**src/rtl/dur_pkg.sv**
```systemverilog
// Package for the decayed usage residency policy block.
// Holds shared constants, the sequencer state type and the config register indexes.
package dur_pkg;
  localparam int unsigned ScoreW = 32;
  localparam logic [31:0] ScoreMax = 32'hFFFF_FFFF;
  localparam logic [31:0] OneQ16 = 32'h0001_0000;
  localparam logic [16:0] DecayOne = 17'h10000;
  localparam logic [15:0] HystOne = 16'd256;
  localparam logic [6:0] BudgetRst = 7'd16;
  localparam logic [5:0] MaxSwaps = 6'd32;

  localparam logic [1:0] RegBudget = 2'd0;
  localparam logic [1:0] RegDecay = 2'd1;
  localparam logic [1:0] RegHyst = 2'd2;

  typedef enum logic [3:0] {
    StIdle,
    StClear,
    StDecayRd,
    StDecayWr,
    StCount,
    StCountWr,
    StScan,
    StScanLast,
    StMul,
    StCmp,
    StSwap,
    StOut
  } state_e;
endpackage

```
**src/rtl/dur_mac.sv**
```systemverilog
// Shared arithmetic unit: registered multiply of a 32-bit score by a 17-bit factor.
// Depends on dur_pkg.
module dur_mac (
  input  logic        clk_i,
  input  logic [31:0] a_i,
  input  logic [16:0] b_i,
  output logic [48:0] p_o
);
  import dur_pkg::*;
  logic [48:0] p_q;
  always_ff @(posedge clk_i) begin
    p_q <= {17'd0, a_i} * {32'd0, b_i};
  end
  assign p_o = p_q;
endmodule

```
**src/rtl/decayed_usage_residency_policy_top.sv**
```systemverilog
// Decayed usage residency policy: LFU with aging and hysteresis over NUM_ENTRIES entries.
// An ordinary item updates its count; batch_start first decays every score through the
// shared multiplier when the decay factor is below one; batch_end adds, per result, a scan
// of the score memory and the hysteresis multiply, plus an output state per result.
// Reset and every write to a known config register run a clearing pass over the
// scores before s_axis_tready rises.
module decayed_usage_residency_policy_top #(
  parameter int unsigned NUM_ENTRIES = 64
) (
  input  logic        clk_i,
  input  logic        rst_ni,
  input  logic        s_axis_tvalid,
  output logic        s_axis_tready,
  input  logic [7:0]  s_axis_tdata,   // expert_id
  input  logic [2:0]  s_axis_tuser,   // id_present, batch_start, batch_end
  output logic        m_axis_tvalid,
  input  logic        m_axis_tready,
  output logic [15:0] m_axis_tdata,   // evicted_id[5:0], admitted_id[11:6], swap_valid[12]
  output logic        m_axis_tlast,   // last_result
  input  logic        cfg_valid_i,
  output logic        cfg_ready_o,
  input  logic [1:0]  cfg_index_i,
  input  logic [16:0] cfg_data_i
);
  import dur_pkg::*;
  localparam int unsigned IdxW = (NUM_ENTRIES > 1) ? $clog2(NUM_ENTRIES) : 1;
  localparam logic [IdxW:0] NumE = (IdxW + 1)'(NUM_ENTRIES);
  localparam logic [IdxW-1:0] LastIdx = IdxW'(NUM_ENTRIES - 1);

  state_e state_q, state_d;
  logic [31:0] mem [NUM_ENTRIES];
  logic [31:0] rd_q;
  logic [IdxW-1:0] rd_addr, wr_addr;
  logic [31:0] wr_data;
  logic wr_en;
  logic [NUM_ENTRIES-1:0] res_q, res_d;
  logic [6:0] budget_q;
  logic [16:0] decay_q;
  logic [15:0] hyst_q;
  logic [IdxW-1:0] cnt_q, cnt_d, rcnt_q, rcnt_d;
  logic [7:0] id_q, id_d;
  logic pres_q, pres_d, end_q, end_d;
  logic [5:0] swaps_q, swaps_d;
  logic hv_q, hv_d, hc_q, hc_d;
  logic [IdxW-1:0] v_q, v_d, c_q, c_d;
  logic [31:0] vs_q, vs_d, cs_q, cs_d;
  logic [48:0] prod;
  logic [31:0] mac_a;
  logic [16:0] mac_b;
  logic [15:0] od_q, od_d;
  logic ol_q, ol_d;
  logic [IdxW:0] blim;

  dur_mac u_mac (.clk_i, .a_i(mac_a), .b_i(mac_b), .p_o(prod));

  always_ff @(posedge clk_i) begin
    if (wr_en) mem[wr_addr] <= wr_data;
    rd_q <= mem[rd_addr];
  end

  assign blim = ({1'b0, budget_q} > 8'(NumE)) ? NumE : (IdxW + 1)'(budget_q);
  assign cfg_ready_o = (state_q == StIdle);
  assign s_axis_tready = (state_q == StIdle) && !cfg_valid_i;
  assign m_axis_tvalid = (state_q == StOut);
  assign m_axis_tdata = od_q;
  assign m_axis_tlast = ol_q;

  always_ff @(posedge clk_i or negedge rst_ni) begin
    if (!rst_ni) begin
      budget_q <= BudgetRst;
      decay_q <= DecayOne;
      hyst_q <= HystOne;
    end else if (cfg_valid_i && cfg_ready_o) begin
      case (cfg_index_i)
        RegBudget: budget_q <= cfg_data_i[6:0];
        RegDecay:  decay_q <= cfg_data_i;
        RegHyst:   hyst_q <= cfg_data_i[15:0];
        default: ;
      endcase
    end
  end

  always_ff @(posedge clk_i or negedge rst_ni) begin
    if (!rst_ni) begin
      state_q <= StClear;
      cnt_q <= '0;
      rcnt_q <= '0;
      res_q <= '0;
      swaps_q <= '0;
      hv_q <= 1'b0;
      hc_q <= 1'b0;
    end else begin
      state_q <= state_d;
      cnt_q <= cnt_d;
      rcnt_q <= rcnt_d;
      res_q <= res_d;
      swaps_q <= swaps_d;
      hv_q <= hv_d;
      hc_q <= hc_d;
    end
  end

  always_ff @(posedge clk_i) begin
    id_q <= id_d; pres_q <= pres_d; end_q <= end_d;
    v_q <= v_d; c_q <= c_d; vs_q <= vs_d; cs_q <= cs_d;
    od_q <= od_d; ol_q <= ol_d;
  end

  always_comb begin
    logic [IdxW:0] e;
    logic [15:0] h;
    e = '0;
    state_d = state_q; cnt_d = cnt_q; rcnt_d = rcnt_q; res_d = res_q;
    swaps_d = swaps_q; hv_d = hv_q; hc_d = hc_q;
    id_d = id_q; pres_d = pres_q; end_d = end_q;
    v_d = v_q; c_d = c_q; vs_d = vs_q; cs_d = cs_q;
    od_d = od_q; ol_d = ol_q;
    rd_addr = cnt_q; wr_addr = cnt_q; wr_data = '0; wr_en = 1'b0;
    mac_a = rd_q; mac_b = decay_q;
    h = (hyst_q < HystOne) ? HystOne : hyst_q;
    case (state_q)
      StIdle: begin
        if (cfg_valid_i) begin
          // unknown register index: accept and drop the write
          if (cfg_index_i inside {RegBudget, RegDecay, RegHyst}) begin
            state_d = StClear; cnt_d = '0;
          end
        end else if (s_axis_tvalid) begin
          id_d = s_axis_tdata; pres_d = s_axis_tuser[0]; end_d = s_axis_tuser[2];
          swaps_d = '0; cnt_d = '0; rcnt_d = '0;
          if (s_axis_tuser[1] && decay_q < DecayOne) state_d = StDecayRd;
          else state_d = StCount;
        end
      end
      StClear: begin
        wr_en = 1'b1;
        for (int i = 0; i < NUM_ENTRIES; i++) res_d[i] = ((IdxW + 1)'(i) < blim);
        cnt_d = cnt_q + 1'b1;
        if (cnt_q == LastIdx) begin
          cnt_d = '0; state_d = StIdle;
        end
      end
      StDecayRd: begin
        state_d = StDecayWr;
      end
      StDecayWr: begin
        // rd_q valid now; product next cycle written via wait step merged here
        mac_a = rd_q;
        rcnt_d = rcnt_q + 1'b1;
        if (rcnt_q[0]) begin
          wr_en = 1'b1; wr_data = prod[47:16];
          rcnt_d = '0;
          cnt_d = cnt_q + 1'b1;
          state_d = (cnt_q == LastIdx) ? StCount : StDecayRd;
          if (cnt_q == LastIdx) cnt_d = '0;
        end
      end
      StCount: begin
        rd_addr = id_q[IdxW-1:0];
        if (pres_q && {1'b0, id_q} < 9'(NumE)) state_d = StCountWr;
        else if (end_q) begin
          state_d = StScan; cnt_d = '0; hv_d = 1'b0; hc_d = 1'b0;
        end else state_d = StIdle;
      end
      StCountWr: begin
        rd_addr = id_q[IdxW-1:0];
        wr_addr = id_q[IdxW-1:0];
        wr_en = 1'b1;
        wr_data = (rd_q > ScoreMax - OneQ16) ? ScoreMax : rd_q + OneQ16;
        pres_d = 1'b0;
        state_d = StCount;
      end
      StScan: begin
        // read entry cnt, compare entry cnt-1 (registered data)
        rd_addr = cnt_q;
        if (rcnt_q != 0) begin
          e = {1'b0, cnt_q} - 1'b1;
          if (res_q[e[IdxW-1:0]]) begin
            if (!hv_q || rd_q < vs_q) begin hv_d = 1'b1; v_d = e[IdxW-1:0]; vs_d = rd_q; end
          end else if (!hc_q || rd_q > cs_q) begin
            hc_d = 1'b1; c_d = e[IdxW-1:0]; cs_d = rd_q;
          end
        end
        rcnt_d = 1'b1;
        if (cnt_q == LastIdx) state_d = StScanLast;
        else cnt_d = cnt_q + 1'b1;
      end
      StScanLast: begin
        if (res_q[LastIdx]) begin
          if (!hv_q || rd_q < vs_q) begin hv_d = 1'b1; v_d = LastIdx; vs_d = rd_q; end
        end else if (!hc_q || rd_q > cs_q) begin
          hc_d = 1'b1; c_d = LastIdx; cs_d = rd_q;
        end
        state_d = StMul;
      end
      StMul: begin
        // victim score times hysteresis through the shared multiplier
        mac_a = vs_q;
        mac_b = {1'b0, h};
        state_d = StCmp;
      end
      StCmp: begin
        if (hv_q && hc_q && {9'd0, cs_q, 8'd0} > prod && swaps_q < MaxSwaps) begin
          res_d[v_q] = 1'b0; res_d[c_q] = 1'b1;
          od_d = {3'd0, 1'b1, 6'(c_q), 6'(v_q)}; ol_d = 1'b0;
          swaps_d = swaps_q + 1'b1;
        end else begin
          od_d = '0; ol_d = 1'b1;
        end
        state_d = StOut;
      end
      StOut: begin
        if (m_axis_tready) begin
          if (ol_q) state_d = StIdle;
          else begin
            state_d = StScan; cnt_d = '0; rcnt_d = '0; hv_d = 1'b0; hc_d = 1'b0;
          end
        end
      end
      default: state_d = StIdle;
    endcase
  end

  a_no_in_busy: assert property (@(posedge clk_i) disable iff (!rst_ni)
    s_axis_tready |-> !m_axis_tvalid) else $error("input taken while result pending");
  a_swap_cap: assert property (@(posedge clk_i) disable iff (!rst_ni)
    swaps_q <= MaxSwaps) else $error("swap count above cap");
  a_out_hold: assert property (@(posedge clk_i) disable iff (!rst_ni)
    m_axis_tvalid && !m_axis_tready |=> $stable(m_axis_tdata))
    else $error("result changed while stalled");
endmodule

```
**config.mk**
```make
export PLATFORM = sky130hd
export DESIGN_NAME = decayed_usage_residency_policy_top
export DESIGN_NICKNAME = d
export VERILOG_FILES = /design/src/rtl/dur_pkg.sv /design/src/rtl/dur_mac.sv /design/src/rtl/decayed_usage_residency_policy_top.sv
export SDC_FILE = /design/constraint.sdc
export NUM_CORES = 2
export LEC_CHECK = 0
export BUFFER_PORTS_ARGS = -buffer_cell sky130_fd_sc_hd__buf_2
export CORE_ASPECT_RATIO = 0.5
export CORE_MARGIN = 2
export CORE_UTILIZATION = 50
export DETAILED_ROUTE_END_ITERATION = 16
export PLACE_DENSITY = 0.65
export SYNTH_ARGS = -nofsm -noshare
export SYNTH_HDL_FRONTEND = slang
export SYNTH_HIERARCHICAL = 1
export SYNTH_SLANG_ARGS = --single-unit
export TNS_END_PERCENT = 30
```
**constraint.sdc**
```tcl
create_clock -name clk_i -period 15.7 [get_ports clk_i]
set_input_delay 2.355 -clock clk_i [delete_from_list [all_inputs] [get_ports clk_i]]
set_output_delay 2.355 -clock clk_i [all_outputs]
set_load 0.02 [all_outputs]
```
==> impl_metrics.yaml <==
cts:
  insertion_delay_ps: 910
  cts_resized: 0
  hold_buffers: 0
  cts_buffer_depth: 4
  cts_num_sinks: 2357
  post-cts-setup-buffers: 0
  htree_levels: 4
  numCtsBuffers: 209
  path_clk_slew_ps: 70
  root_buffer: "clkbuf_16"
  cts_tree: "done"
logic_synthesis:
  seq_area_frac_synth: 0.6174
  avgSynthCellArea_sq_um: 15.78
  syn_area_sq_um: 112300
  synth_seq_cells: 2357
  async_flop_share: 0.05431
  ys_types: 91
  postSynthCellCount: 7114
  yosys_most_used_dff: "edfxtp_1"
  yosys_warnings: 6
  synth_edf_count: 2148
critical_path:
  path_cells: "nor2b_1 > nand2_2 > buf_4 > o21ai_2 > nand2_1 > fa_1 > fa_1 > fa_1 > inv_1 > fa_1 > fa_1 > inv_1 > fa_1 > inv_1 > ha_1 > a21oi_1 > o21ai_0 > a21oi_1 > o221ai_1 > a22o_1 > o311ai_2 > nand2_1 > o311a_1"
  path_class: "reg -> reg"
  cpLargestDelayFamily: "adder cells"
  critPathMaxFanout: 59
  crit_required_ps: 16370
  cp-end-kind: "register"
  cp_common_cell: "fa_1"
  crit_buf_inv: 4
  critPathLaunchType: "register"
  slowest_delay_ps: 870
  worst_ep_arrival_time_ps: 9260
  cp_slowest_cell: "o21ai_2"
placement:
  placed_area_sq_um: 116800
  dp_hpwl_mm: 182.6
  numPortBuffers: 51
  gp_congestion: 0.9018
detailed_routing:
  remaining_drc_errors: 0
  via_count: 63340
  wirelength_mm: 297.0
  wl_met2_mm: 132.2
  drt-wirelength-per-cell_um: 28.69
  drtIter0Drc: 7943
  viasPerCell: 6.118
  met1_length_mm: 124.1
  ant_nets: 0
  dr.pass1.iters: 9
  top_layer: "met5"
  route.met3.wl_mm: 32.43
grt:
  grt_pass1_wl_mm: 431.7
  antenna_found_initial: 20
  grt_max_degree: 127
  grt_use_total: 0.2601
  grt_pass1_vias: 62330
  grt.overflow.total: 0
layout:
  drive_above_1_share: 0.1717
  final_nets: 7913
  design_area_sq_um: 123300
  synthToLayoutAreaGrowth_pct: 9.821
  layout_commonest_cell: "edfxtp_1"
  layout_common_cells: "edfxtp_1 (2148), inv_1 (674), nand2_1 (614)"
die:
  dieArea_sq_um: 228600
  pin_count: 55
  fp.dieW_um: 674.2
  rows: 122
  start_util: 0.5052
  die_h_um: 339.1
  core_sq_um: 222300
sta:
  finalSetupTns_ps: 0
  final-setup-viol-count: 0
  rsz0062_at_grt: "no"
  slew_viol_final: 0
  max-slew-margin-rel: 0.1923
  fin_crit_ps: 8581
  finalHoldViolations: 0
  period_share: 0.5465
  fin_skew_ps: 133.5
  tightest_slew_ps: 1212
  fmaxAchievable_ghz: 0.1165
worst_hold_path:
  min_path_type: "reg -> reg"
run:
  cap_violations: 0
status:
  status: "completed"
==> cell usage after synthesis (22+ instances only) <==
cell type,n,area share
a21o_1,59,0.0039
a21oi_1,148,0.0066
and2_1,239,0.013
buf_2,80,0.0036
buf_6,25,0.0025
clkbuf_1,220,0.0074
dfrtp_1,124,0.028
dfxtp_1,81,0.014
edfxtp_1,2148,0.57
fa_1,449,0.080
ha_1,223,0.025
inv_1,674,0.023
mux2_2,40,0.0040
mux2i_1,259,0.023
mux4_2,530,0.11
nand2_1,646,0.022
nand2b_1,22,0.0012
nand3_1,62,0.0028
nand4_1,39,0.0022
nor2_1,154,0.0051
nor3_1,29,0.0013
o211ai_1,24,0.0016
o21ai_0,303,0.014
o22ai_1,135,0.0075
or4_1,35,0.0023
xnor2_1,39,0.0030
==> final cells by class <==
cell class,instances,area [sq um]
sequential,2357,69330
inverter,676,2537
timing repair buffer,241,1725
fill,17450,98940
clock buffer,285,5690
antenna,10,25.02
clock inverter,86,820.8
tap,2976,3724
multi-input combinational,3721,39460
==> state kept, by name, summed over array words and instances (netlist names), 4 cells and up <==
name and cells:
rd_q 32, v_q 6, cs_q 32, state_q 4, vs_q 32, swaps_q 6
u_mac/p_o 49, id_q 8, res_q 64, m_axis_tdata 13, cnt_q 6, budget_q 7
mem 2048, rcnt_q 6, c_q 6, hyst_q 16, decay_q 17
==> per-layer routing <==
metal	track usage	vias up
met5	0	-
met4	0.06887	8
met3	0.06014	421
met2	0.3870	3019
met1	0.3886	33320
li1	-	26570
==> final timing paths <==
kind                             from       endpoint  slack, ps  depth (start not counted)
setup / recovery           state_q[3]  u_mac/p_o[43]       7120                         23
hold / removal              res_q[29]      res_q[29]        500                          1
setup reg to reg           state_q[3]  u_mac/p_o[43]       7120                         23
hold reg to reg             res_q[29]      res_q[29]        500                          1
max in group asynchronous      rst_ni    decay_q[11]      12860                          2
min in group asynchronous      rst_ni     swaps_q[1]       1580                          1
==> per-stage QoR <==
stage          hold slack (ps)  setup slack, ps  cells    util
2_1_floorplan            451.6             8457   7116       -
3_3_place_gp             479.1             7393   9971  0.5254
3_5_place_dp             483.9             7202   9971  0.5254
4_1_cts                  498.3             7106  10340  0.5547
5_1_grt                  518.0             6668  10340  0.5547
6_report                 496.8             7119  10350  0.5548
==> cell families after synthesis <==
kind of cell    Yosys count  share of synthesized area
flops                  2357                     0.6174
simple gates           1346                    0.05755
buf+inv                1038                    0.03780
mux                     830                     0.1335
compound gates          813                    0.04433
fa+ha+maj               672                     0.1049
xor+xnor                 57                   0.004446
other cells               1                 0.00003340
Power is not shown: default switching activity piles up to over one toggle a cycle in this logic, so the estimate is an artifact.
